<file path="src/rtl/core/hsl2rgb_pkg.sv">
// ----------------------------------------------------------------------------
// hsl2rgb_pkg
// Shared widths, fixed-point constants and helper functions for the HSL to
// RGB converter.
// ----------------------------------------------------------------------------
`timescale 1ns / 1ps
`default_nettype none

package hsl2rgb_pkg;

    // Fixed-point format: FRAC_BITS fraction bits, one integer bit
    localparam int FRAC_BITS = 16;
    localparam int HUE_W     = FRAC_BITS;
    localparam int FX_W      = FRAC_BITS + 1;
    localparam int WIDE_W    = FX_W + 3;
    localparam int NCH       = 3;

    // Products: lightness * saturation and ramp difference * slope
    localparam int LS_PROD_W   = FX_W + FX_W;
    localparam int RAMP_PROD_W = FX_W + HUE_W;

    localparam logic [FX_W-1:0] ONE        = FX_W'(1) << FRAC_BITS;
    localparam logic [FX_W-1:0] HALF       = ONE / 2;
    localparam logic [FX_W-1:0] THIRD      = ONE / 3;
    localparam logic [FX_W-1:0] SIXTH      = ONE / 6;
    localparam logic [FX_W-1:0] TWO_THIRDS = FX_W'((2 * (1 << FRAC_BITS)) / 3);

    // Channel slots
    localparam int CH_RED   = 0;
    localparam int CH_GREEN = 1;
    localparam int CH_BLUE  = 2;

    // Piece of the hue ramp that a hue offset falls in
    typedef enum logic [1:0] {
        RGN_RISE,
        RGN_HIGH,
        RGN_FALL,
        RGN_LOW
    } region_t;

    function automatic region_t ramp_region(input logic [HUE_W-1:0] t);
        logic [FX_W-1:0] tx;
        tx = {1'b0, t};
        if (tx < SIXTH) begin
            return RGN_RISE;
        end else if (tx < HALF) begin
            return RGN_HIGH;
        end else if (tx < TWO_THIRDS) begin
            return RGN_FALL;
        end
        return RGN_LOW;
    endfunction

    // Slope factor 6*t on the rising edge, 6*(2/3 - t) on the falling edge.
    // Both stay below ONE inside their region; elsewhere the value is unused.
    function automatic logic [HUE_W-1:0] ramp_slope(input logic [HUE_W-1:0] t);
        logic [FX_W-1:0] tx;
        logic [FX_W-1:0] reach;
        logic [FX_W+2:0] six;
        tx = {1'b0, t};
        if (tx < SIXTH) begin
            reach = tx;
        end else if ((tx >= HALF) && (tx < TWO_THIRDS)) begin
            reach = TWO_THIRDS - tx;
        end else begin
            reach = '0;
        end
        six = (FX_W+3)'(reach) * (FX_W+3)'(6);
        return six[HUE_W-1:0];
    endfunction

    // Clamp a signed intermediate to 0..ONE
    function automatic logic [FX_W-1:0] clamp_unit(input logic signed [WIDE_W-1:0] v);
        if (v < 0) begin
            return '0;
        end else if (v > $signed({3'b000, ONE})) begin
            return ONE;
        end
        return v[FX_W-1:0];
    endfunction

endpackage

`default_nettype wire

</file>
<file path="src/rtl/core/hsl_to_rgb_converter.sv">
// ----------------------------------------------------------------------------
// hsl_to_rgb_converter
// Fixed-point HSL to RGB, fully pipelined, one word per clock unless stalled.
// ----------------------------------------------------------------------------
// Takes one word (hue, saturation, lightness) every clock cycle while not
// stalled and returns one word (red, green, blue) per input, in order. The
// word passes five register stages: input saturation and hue offsets, the
// lightness*saturation multiply, the p/q computation, the three per-channel
// ramp multiplies, and the output register. The first stage loads at the
// accepting edge, and m_valid rises when the word reaches the output register.
// Each stage holds its word while the next stage is full and stalled, so
// backpressure on m_ready stalls only as far back as needed and a bubble is
// filled by the next input. Saturation and lightness above 1.0 are clamped
// to 1.0; all outputs lie in 0..65536 where 65536 means 1.0.
`timescale 1ns / 1ps
`default_nettype none

module hsl_to_rgb_converter
    import hsl2rgb_pkg::*;
(
    input  wire logic              aclk,
    input  wire logic              aresetn,

    input  wire logic              s_valid,
    output logic                   s_ready,
    input  wire logic [HUE_W-1:0]  s_hue,
    input  wire logic [FX_W-1:0]   s_saturation,
    input  wire logic [FX_W-1:0]   s_lightness,

    output logic                   m_valid,
    input  wire logic              m_ready,
    output logic [FX_W-1:0]        m_red,
    output logic [FX_W-1:0]        m_green,
    output logic [FX_W-1:0]        m_blue
);

    // ------------------------------------------------------------------
    // Stage handshake: a stage loads when it is empty or its word moves on
    // ------------------------------------------------------------------
    logic [5:1] vld_reg;
    logic [5:1] vld_next;
    logic [5:1] adv;

    always_comb begin
        adv[5] = !vld_reg[5] || m_ready;
        adv[4] = !vld_reg[4] || adv[5];
        adv[3] = !vld_reg[3] || adv[4];
        adv[2] = !vld_reg[2] || adv[3];
        adv[1] = !vld_reg[1] || adv[2];
    end

    always_comb begin
        vld_next = vld_reg;
        if (adv[1]) vld_next[1] = s_valid;
        if (adv[2]) vld_next[2] = vld_reg[1];
        if (adv[3]) vld_next[3] = vld_reg[2];
        if (adv[4]) vld_next[4] = vld_reg[3];
        if (adv[5]) vld_next[5] = vld_reg[4];
    end

    always_ff @(posedge aclk) begin
        if (!aresetn) begin
            vld_reg <= '0;
        end else begin
            vld_reg <= vld_next;
        end
    end

    assign s_ready = adv[1];
    assign m_valid = vld_reg[5];

    // ------------------------------------------------------------------
    // Stage 1: clamp inputs, hue offsets, ramp region and slope per channel
    // ------------------------------------------------------------------
    logic [FX_W-1:0]  s1_sat_reg, s1_sat_next;
    logic [FX_W-1:0]  s1_lig_reg, s1_lig_next;
    region_t          s1_rgn_reg   [NCH];
    region_t          s1_rgn_next  [NCH];
    logic [HUE_W-1:0] s1_slope_reg [NCH];
    logic [HUE_W-1:0] s1_slope_next[NCH];
    logic [HUE_W-1:0] hue_off      [NCH];

    always_comb begin
        s1_sat_next = (s_saturation > ONE) ? ONE : s_saturation;
        s1_lig_next = (s_lightness > ONE) ? ONE : s_lightness;
        // offsets wrap modulo one turn
        hue_off[CH_RED]   = s_hue + THIRD[HUE_W-1:0];
        hue_off[CH_GREEN] = s_hue;
        hue_off[CH_BLUE]  = s_hue - THIRD[HUE_W-1:0];
        for (int c = 0; c < NCH; c++) begin
            s1_rgn_next[c]   = ramp_region(hue_off[c]);
            s1_slope_next[c] = ramp_slope(hue_off[c]);
        end
    end

    always_ff @(posedge aclk) begin
        if (adv[1]) begin
            s1_sat_reg   <= s1_sat_next;
            s1_lig_reg   <= s1_lig_next;
            s1_rgn_reg   <= s1_rgn_next;
            s1_slope_reg <= s1_slope_next;
        end
    end

    // ------------------------------------------------------------------
    // Stage 2: lightness * saturation
    // ------------------------------------------------------------------
    logic [LS_PROD_W-1:0] s2_ls_reg, s2_ls_next;
    logic [FX_W-1:0]      s2_sat_reg;
    logic [FX_W-1:0]      s2_lig_reg;
    region_t              s2_rgn_reg   [NCH];
    logic [HUE_W-1:0]     s2_slope_reg [NCH];

    assign s2_ls_next = LS_PROD_W'(s1_lig_reg) * LS_PROD_W'(s1_sat_reg);

    always_ff @(posedge aclk) begin
        if (adv[2]) begin
            s2_ls_reg    <= s2_ls_next;
            s2_sat_reg   <= s1_sat_reg;
            s2_lig_reg   <= s1_lig_reg;
            s2_rgn_reg   <= s1_rgn_reg;
            s2_slope_reg <= s1_slope_reg;
        end
    end

    // ------------------------------------------------------------------
    // Stage 3: q and p, clamped and ordered, ramp span
    // ------------------------------------------------------------------
    logic [FX_W-1:0]          ls_fx;
    logic signed [WIDE_W-1:0] q_raw;
    logic signed [WIDE_W-1:0] p_raw;
    logic [FX_W-1:0]          q_c;
    logic [FX_W-1:0]          p_c;
    logic [FX_W-1:0]          s3_lo_reg, s3_lo_next;
    logic [FX_W-1:0]          s3_hi_reg, s3_hi_next;
    logic [FX_W-1:0]          s3_span_reg, s3_span_next;
    region_t                  s3_rgn_reg   [NCH];
    logic [HUE_W-1:0]         s3_slope_reg [NCH];

    always_comb begin
        // product never exceeds ONE*ONE, so its top bit is always clear
        ls_fx = s2_ls_reg[FRAC_BITS +: FX_W];
        if (s2_lig_reg < HALF) begin
            q_raw = $signed(WIDE_W'(s2_lig_reg)) + $signed(WIDE_W'(ls_fx));
        end else begin
            q_raw = $signed(WIDE_W'(s2_lig_reg)) + $signed(WIDE_W'(s2_sat_reg))
                  - $signed(WIDE_W'(ls_fx));
        end
        q_c   = clamp_unit(q_raw);
        p_raw = $signed(WIDE_W'({s2_lig_reg, 1'b0})) - $signed(WIDE_W'(q_c));
        p_c   = clamp_unit(p_raw);
        // flat ramp at p if q ends up below p
        s3_lo_next   = p_c;
        s3_hi_next   = (q_c < p_c) ? p_c : q_c;
        s3_span_next = s3_hi_next - s3_lo_next;
    end

    always_ff @(posedge aclk) begin
        if (adv[3]) begin
            s3_lo_reg    <= s3_lo_next;
            s3_hi_reg    <= s3_hi_next;
            s3_span_reg  <= s3_span_next;
            s3_rgn_reg   <= s2_rgn_reg;
            s3_slope_reg <= s2_slope_reg;
        end
    end

    // ------------------------------------------------------------------
    // Stage 4: per-channel span * slope, drop the low FRAC_BITS fraction bits, keep the upper part
    // ------------------------------------------------------------------
    logic [RAMP_PROD_W-1:0] ramp_prod   [NCH];
    logic [FX_W-1:0]        s4_step_reg [NCH];
    logic [FX_W-1:0]        s4_step_next[NCH];
    logic [FX_W-1:0]        s4_lo_reg;
    logic [FX_W-1:0]        s4_hi_reg;
    region_t                s4_rgn_reg  [NCH];

    always_comb begin
        for (int c = 0; c < NCH; c++) begin
            ramp_prod[c]    = RAMP_PROD_W'(s3_span_reg) * RAMP_PROD_W'(s3_slope_reg[c]);
            s4_step_next[c] = ramp_prod[c][FRAC_BITS +: FX_W];
        end
    end

    always_ff @(posedge aclk) begin
        if (adv[4]) begin
            s4_step_reg <= s4_step_next;
            s4_lo_reg   <= s3_lo_reg;
            s4_hi_reg   <= s3_hi_reg;
            s4_rgn_reg  <= s3_rgn_reg;
        end
    end

    // ------------------------------------------------------------------
    // Stage 5: pick the ramp piece, clamp, output register
    // ------------------------------------------------------------------
    logic [FX_W:0]   ramp_sum  [NCH];
    logic [FX_W-1:0] s5_ch_reg [NCH];
    logic [FX_W-1:0] s5_ch_next[NCH];

    always_comb begin
        for (int c = 0; c < NCH; c++) begin
            ramp_sum[c] = {1'b0, s4_lo_reg} + {1'b0, s4_step_reg[c]};
            unique case (s4_rgn_reg[c])
                RGN_RISE, RGN_FALL: begin
                    s5_ch_next[c] = (ramp_sum[c] > {1'b0, ONE}) ? ONE
                                                                : ramp_sum[c][FX_W-1:0];
                end
                RGN_HIGH: s5_ch_next[c] = s4_hi_reg;
                RGN_LOW:  s5_ch_next[c] = s4_lo_reg;
                default:  s5_ch_next[c] = s4_lo_reg;
            endcase
        end
    end

    always_ff @(posedge aclk) begin
        if (adv[5]) begin
            s5_ch_reg <= s5_ch_next;
        end
    end

    assign m_red   = s5_ch_reg[CH_RED];
    assign m_green = s5_ch_reg[CH_GREEN];
    assign m_blue  = s5_ch_reg[CH_BLUE];

`ifndef SYNTHESIS
    // pipeline comes out of reset empty
    a_reset_empty: assert property (@(posedge aclk)
        !aresetn |=> !m_valid && !vld_reg[3])
        else $error("pipeline not empty after reset");

    // a free output stage means the whole pipe can take a word
    a_ready_when_free: assert property (@(posedge aclk) disable iff (!aresetn)
        (!m_valid || m_ready) |-> s_ready)
        else $error("input stalled while output stage is free");

    // ramp bounds are ordered and span matches them
    a_ramp_ordered: assert property (@(posedge aclk) disable iff (!aresetn)
        vld_reg[3] |-> (s3_hi_reg >= s3_lo_reg)
                       && (s3_span_reg == s3_hi_reg - s3_lo_reg)
                       && (s3_hi_reg <= ONE))
        else $error("ramp bounds out of order");

    // delivered channels stay within one
    a_out_range: assert property (@(posedge aclk) disable iff (!aresetn)
        m_valid |-> (m_red <= ONE) && (m_green <= ONE) && (m_blue <= ONE))
        else $error("output channel above one");

    // a stalled output word does not let a new word into the output stage
    a_stall_holds_tail: assert property (@(posedge aclk) disable iff (!aresetn)
        (m_valid && !m_ready) |=> m_valid && $stable(s5_ch_reg[CH_GREEN]))
        else $error("output stage overwritten during stall");
`endif

endmodule

`default_nettype wire
</file>
<file path="config.mk">
export PLATFORM = sky130hd
export DESIGN_NAME = hsl_to_rgb_converter
export DESIGN_NICKNAME = d
export VERILOG_FILES = /design/src/rtl/core/hsl2rgb_pkg.sv /design/src/rtl/core/hsl_to_rgb_converter.sv
export SDC_FILE = /design/constraint.sdc
export NUM_CORES = 2
export LEC_CHECK = 0
export BUFFER_PORTS_ARGS = -buffer_cell sky130_fd_sc_hd__buf_4
export CAP_MARGIN = 40
export CORE_MARGIN = 2
export CORE_UTILIZATION = 30
export CTS_CLUSTER_SIZE = 8
export DETAILED_ROUTE_END_ITERATION = 10
export PLACE_DENSITY = 0.43
export SYNTH_ARGS = -nofsm -noshare
export SYNTH_HDL_FRONTEND = slang
export SYNTH_SLANG_ARGS = --single-unit
</file>
<file path="constraint.sdc">
create_clock -name aclk -period 16 [get_ports aclk]
set_input_delay 3.2 -clock aclk [delete_from_list [all_inputs] [get_ports aclk]]
set_output_delay 3.2 -clock aclk [all_outputs]
set_load 0.1 [all_outputs]
</file>
==> flow_summary.json <==
{
  "syn_area_mm2": 0.0565,
  "detail_route.wl_per_cell_um": 20.0,
  "drt_wl_total_um": 165000,
  "nFillCells": 19164,
  "r2r_cells": 56,
  "cts_tree": "done",
  "overflow": 0,
  "hold_class": "flip-flop to flip-flop",
  "ys_seq_elements": 436,
  "final-seq-area_mm2": 0.0130,
  "worstSetupEndpointType": "flip-flop",
  "cts-root-buf": "clkbuf_16",
  "worstReg2RegStart": "s2_lig_reg[4]",
  "via_per_inst": 4.73,
  "antenna_found_initial": 25,
  "clk_pin_slew_ps": 50,
  "hold_end": "s3_slope_reg[20]",
  "clockBufferDepth": 3,
  "htreeDepth": 3,
  "dieArea_mm2": 0.192,
  "synthSimpleGateAreaFrac_pct": 14.7,
  "diodes": 0,
  "grt_usage_pct": 17.4,
  "synth_xor_area_share_pct": 3.35,
  "syn-num-nets": 7134,
  "status": "finished clean",
  "grt_pass1_wl_um": 255000,
  "syn_area_per_cell_um2": 9.92,
  "cts_setup_buffers": 0,
  "rrSetupSlack_ps": 2880,
  "drtIter0Drc": 2168,
  "portBuffers": 106,
  "core_mm2": 0.187,
  "hold_depth": 0,
  "grt_pass1_vias": 41168,
  "synth_compound_area_share_pct": 7.95,
  "synth_edf_count": 431,
  "final-setup-viol-count": 0,
  "fin_worst_skew_ps": 55.6,
  "nNetsFinal": 7152,
  "ctsHoldBuffers": 0,
  "final_hold_viol_count": 0,
  "start_util_pct": 30.1,
  "ctsResizeCount": 0,
  "slowest_delay_ps": 550,
  "period_minus_slack_ps": 13120,
  "synth_top_area_share_pct": 29.2,
  "maxCapViolCount": 0,
  "drive_gt1_share_pct": 6.69,
  "arrival_ps": 13520,
  "num_vias": 38927,
  "die_w_um": 438,
  "muxShareOfSynthArea_pct": 1.19,
  "synth_top_family_by_area": "adder cells",
  "layout_worst_path_cycle_share_pct": 82.0,
  "slowest_stage": "a211oi_1",
  "largest_reg_flops": 51,
  "gp_congestion": 0.832,
  "area.growth.synth_to_final_pct": 10.5,
  "ant_nets": 0,
  "numCtsBuffers": 69,
  "hp-start": "s2_slope_reg[20]",
  "multi_input_area_mm2": 0.0389,
  "slew_headroom_pct": 35.8,
  "dp_hpwl_um": 128000,
  "rsz0062_at_grt": "false",
  "setup.worst_path.class": "flip-flop to flip-flop",
  "path_max_fanout": 15,
  "die_h_um": 438,
  "rr_endpoint": "s3_span_reg[15]",
  "clock.fmax_mhz": 76.2,
  "slew_viol_final": 0,
  "dr.pass1.iters": 5,
  "synth_top_area_cell": "fa_1",
  "synthAdderAreaFrac_pct": 41.6,
  "synth.top_cells.by_area": "fa_1 (29%), edfxtp_1 (23%), ha_1 (12%), inv_1 (6.3%), nand2_1 (5.2%)",
  "crit_path_start_kind": "flip-flop",
  "ios": 107,
  "synth_ff_type": "edfxtp_1",
  "yosys_warnings": 0,
  "async_flop_share_pct": 0,
  "cp.required_ps": 16400,
  "synth_most_common_cell": "inv_1",
  "synth_cells": 5694,
  "ys_seq_area_share_pct": 23.1,
  "setup-tns-final_ps": 0,
  "drc": 0,
  "grt_max_degree": 58,
  "worstMarginPinSlew_ps": 959,
  "worst_path_most_repeated_cell": "o21ai_0",
  "rows": 159,
  "insertion_delay_ps": 690,
  "ys_types": 100,
  "cts.sinks": 436,
  "yosys-top-cells-count": "inv_1 (950), fa_1 (823), nand2_1 (784), ha_1 (563), edfxtp_1 (431)"
}
## how the worst max path moves through the flow
stage / startpoint / endpoint
2_1_floorplan: s2_ls_reg[21] / s3_span_reg[15]
3_3_place_gp: s2_lig_reg[4] / s3_span_reg[15]
3_5_place_dp: s2_lig_reg[4] / s3_span_reg[15]
4_1_cts: s2_lig_reg[4] / s3_span_reg[15]
5_1_grt: s2_lig_reg[0] / s3_span_reg[15]
6_report: s2_lig_reg[4] / s3_span_reg[15]
## cell families after synthesis
group / Yosys count
AND/OR/NAND/NOR: 1726
XOR/XNOR: 216
flip-flops: 436
multiplexers: 61
buffers and inverters: 1197
adder cells (fa/ha/maj): 1386
AO/OA/AOI/OAI: 672
## metrics by stage
| step | instance area (um2) | worst slack (ps) | cells | hold WS (ps) | util [%] |
|---|---|---|---|---|---|
| after floorplan | 56500 | 4520 | 5694 | 400 | - |
| after global placement | 60000 | 3040 | 8119 | 401 | 32.0 |
| after detailed placement | 60300 | 2760 | 8136 | 405 | 32.2 |
| after CTS | 62400 | 2670 | 8235 | 409 | 33.3 |
| after global routing | 62400 | 1480 | 8235 | 414 | 33.3 |
| final | 62400 | 2880 | 8235 | 408 | 33.3 |
## metal layers
metal	GRT usage [%]	share of wire, %	routed length (um)
met2	28.5	46	76300
met5	0	0.035	58
met4	3.86	1.9	3070
met1	24.6	48	78700
met3	2.02	3.9	6460
## layout by cell type, fill, tap and decap left out, types with 58 or more instances in the layout
master / n
a21o_1: 62
a21oi_1: 161
and2_1: 411
buf_4: 176
clkbuf_16: 70
edfxtp_1: 431
fa_1: 823
ha_1: 563
inv_1: 948
nand2_1: 782
nor2_1: 200
nor2b_1: 70
nor3_1: 58
o21ai_0: 147
xnor2_1: 145
xor2_1: 71
## worst max-delay path: cells and delay by family, from the launching register on
| kind | cells | cell delay (ps) |
|---|---|---|
| XOR/XNOR | 3 | 410 |
| adder cells (fa/ha/maj) | 5 | 1860 |
| flip-flops | 1 | 430 |
| AO/OA/AOI/OAI | 31 | 7380 |
| AND/OR/NAND/NOR | 11 | 2000 |
| buffers and inverters | 5 | 670 |
| multiplexers | 1 | 150 |
## final cells by class
class,count,share of cell area (%)
Timing Repair Buffer,193,2.75
Clock buffer,80,2.87
Tap cell,2495,5.00
Clock inverter,19,0.473
Sequential cell,436,20.9
Inverter,951,5.72
Multi-Input combinational cell,4061,62.3
Power is left out: the tool's default activity adds up to more than one toggle a clock period on the data nets, which glitch-free logic cannot reach.
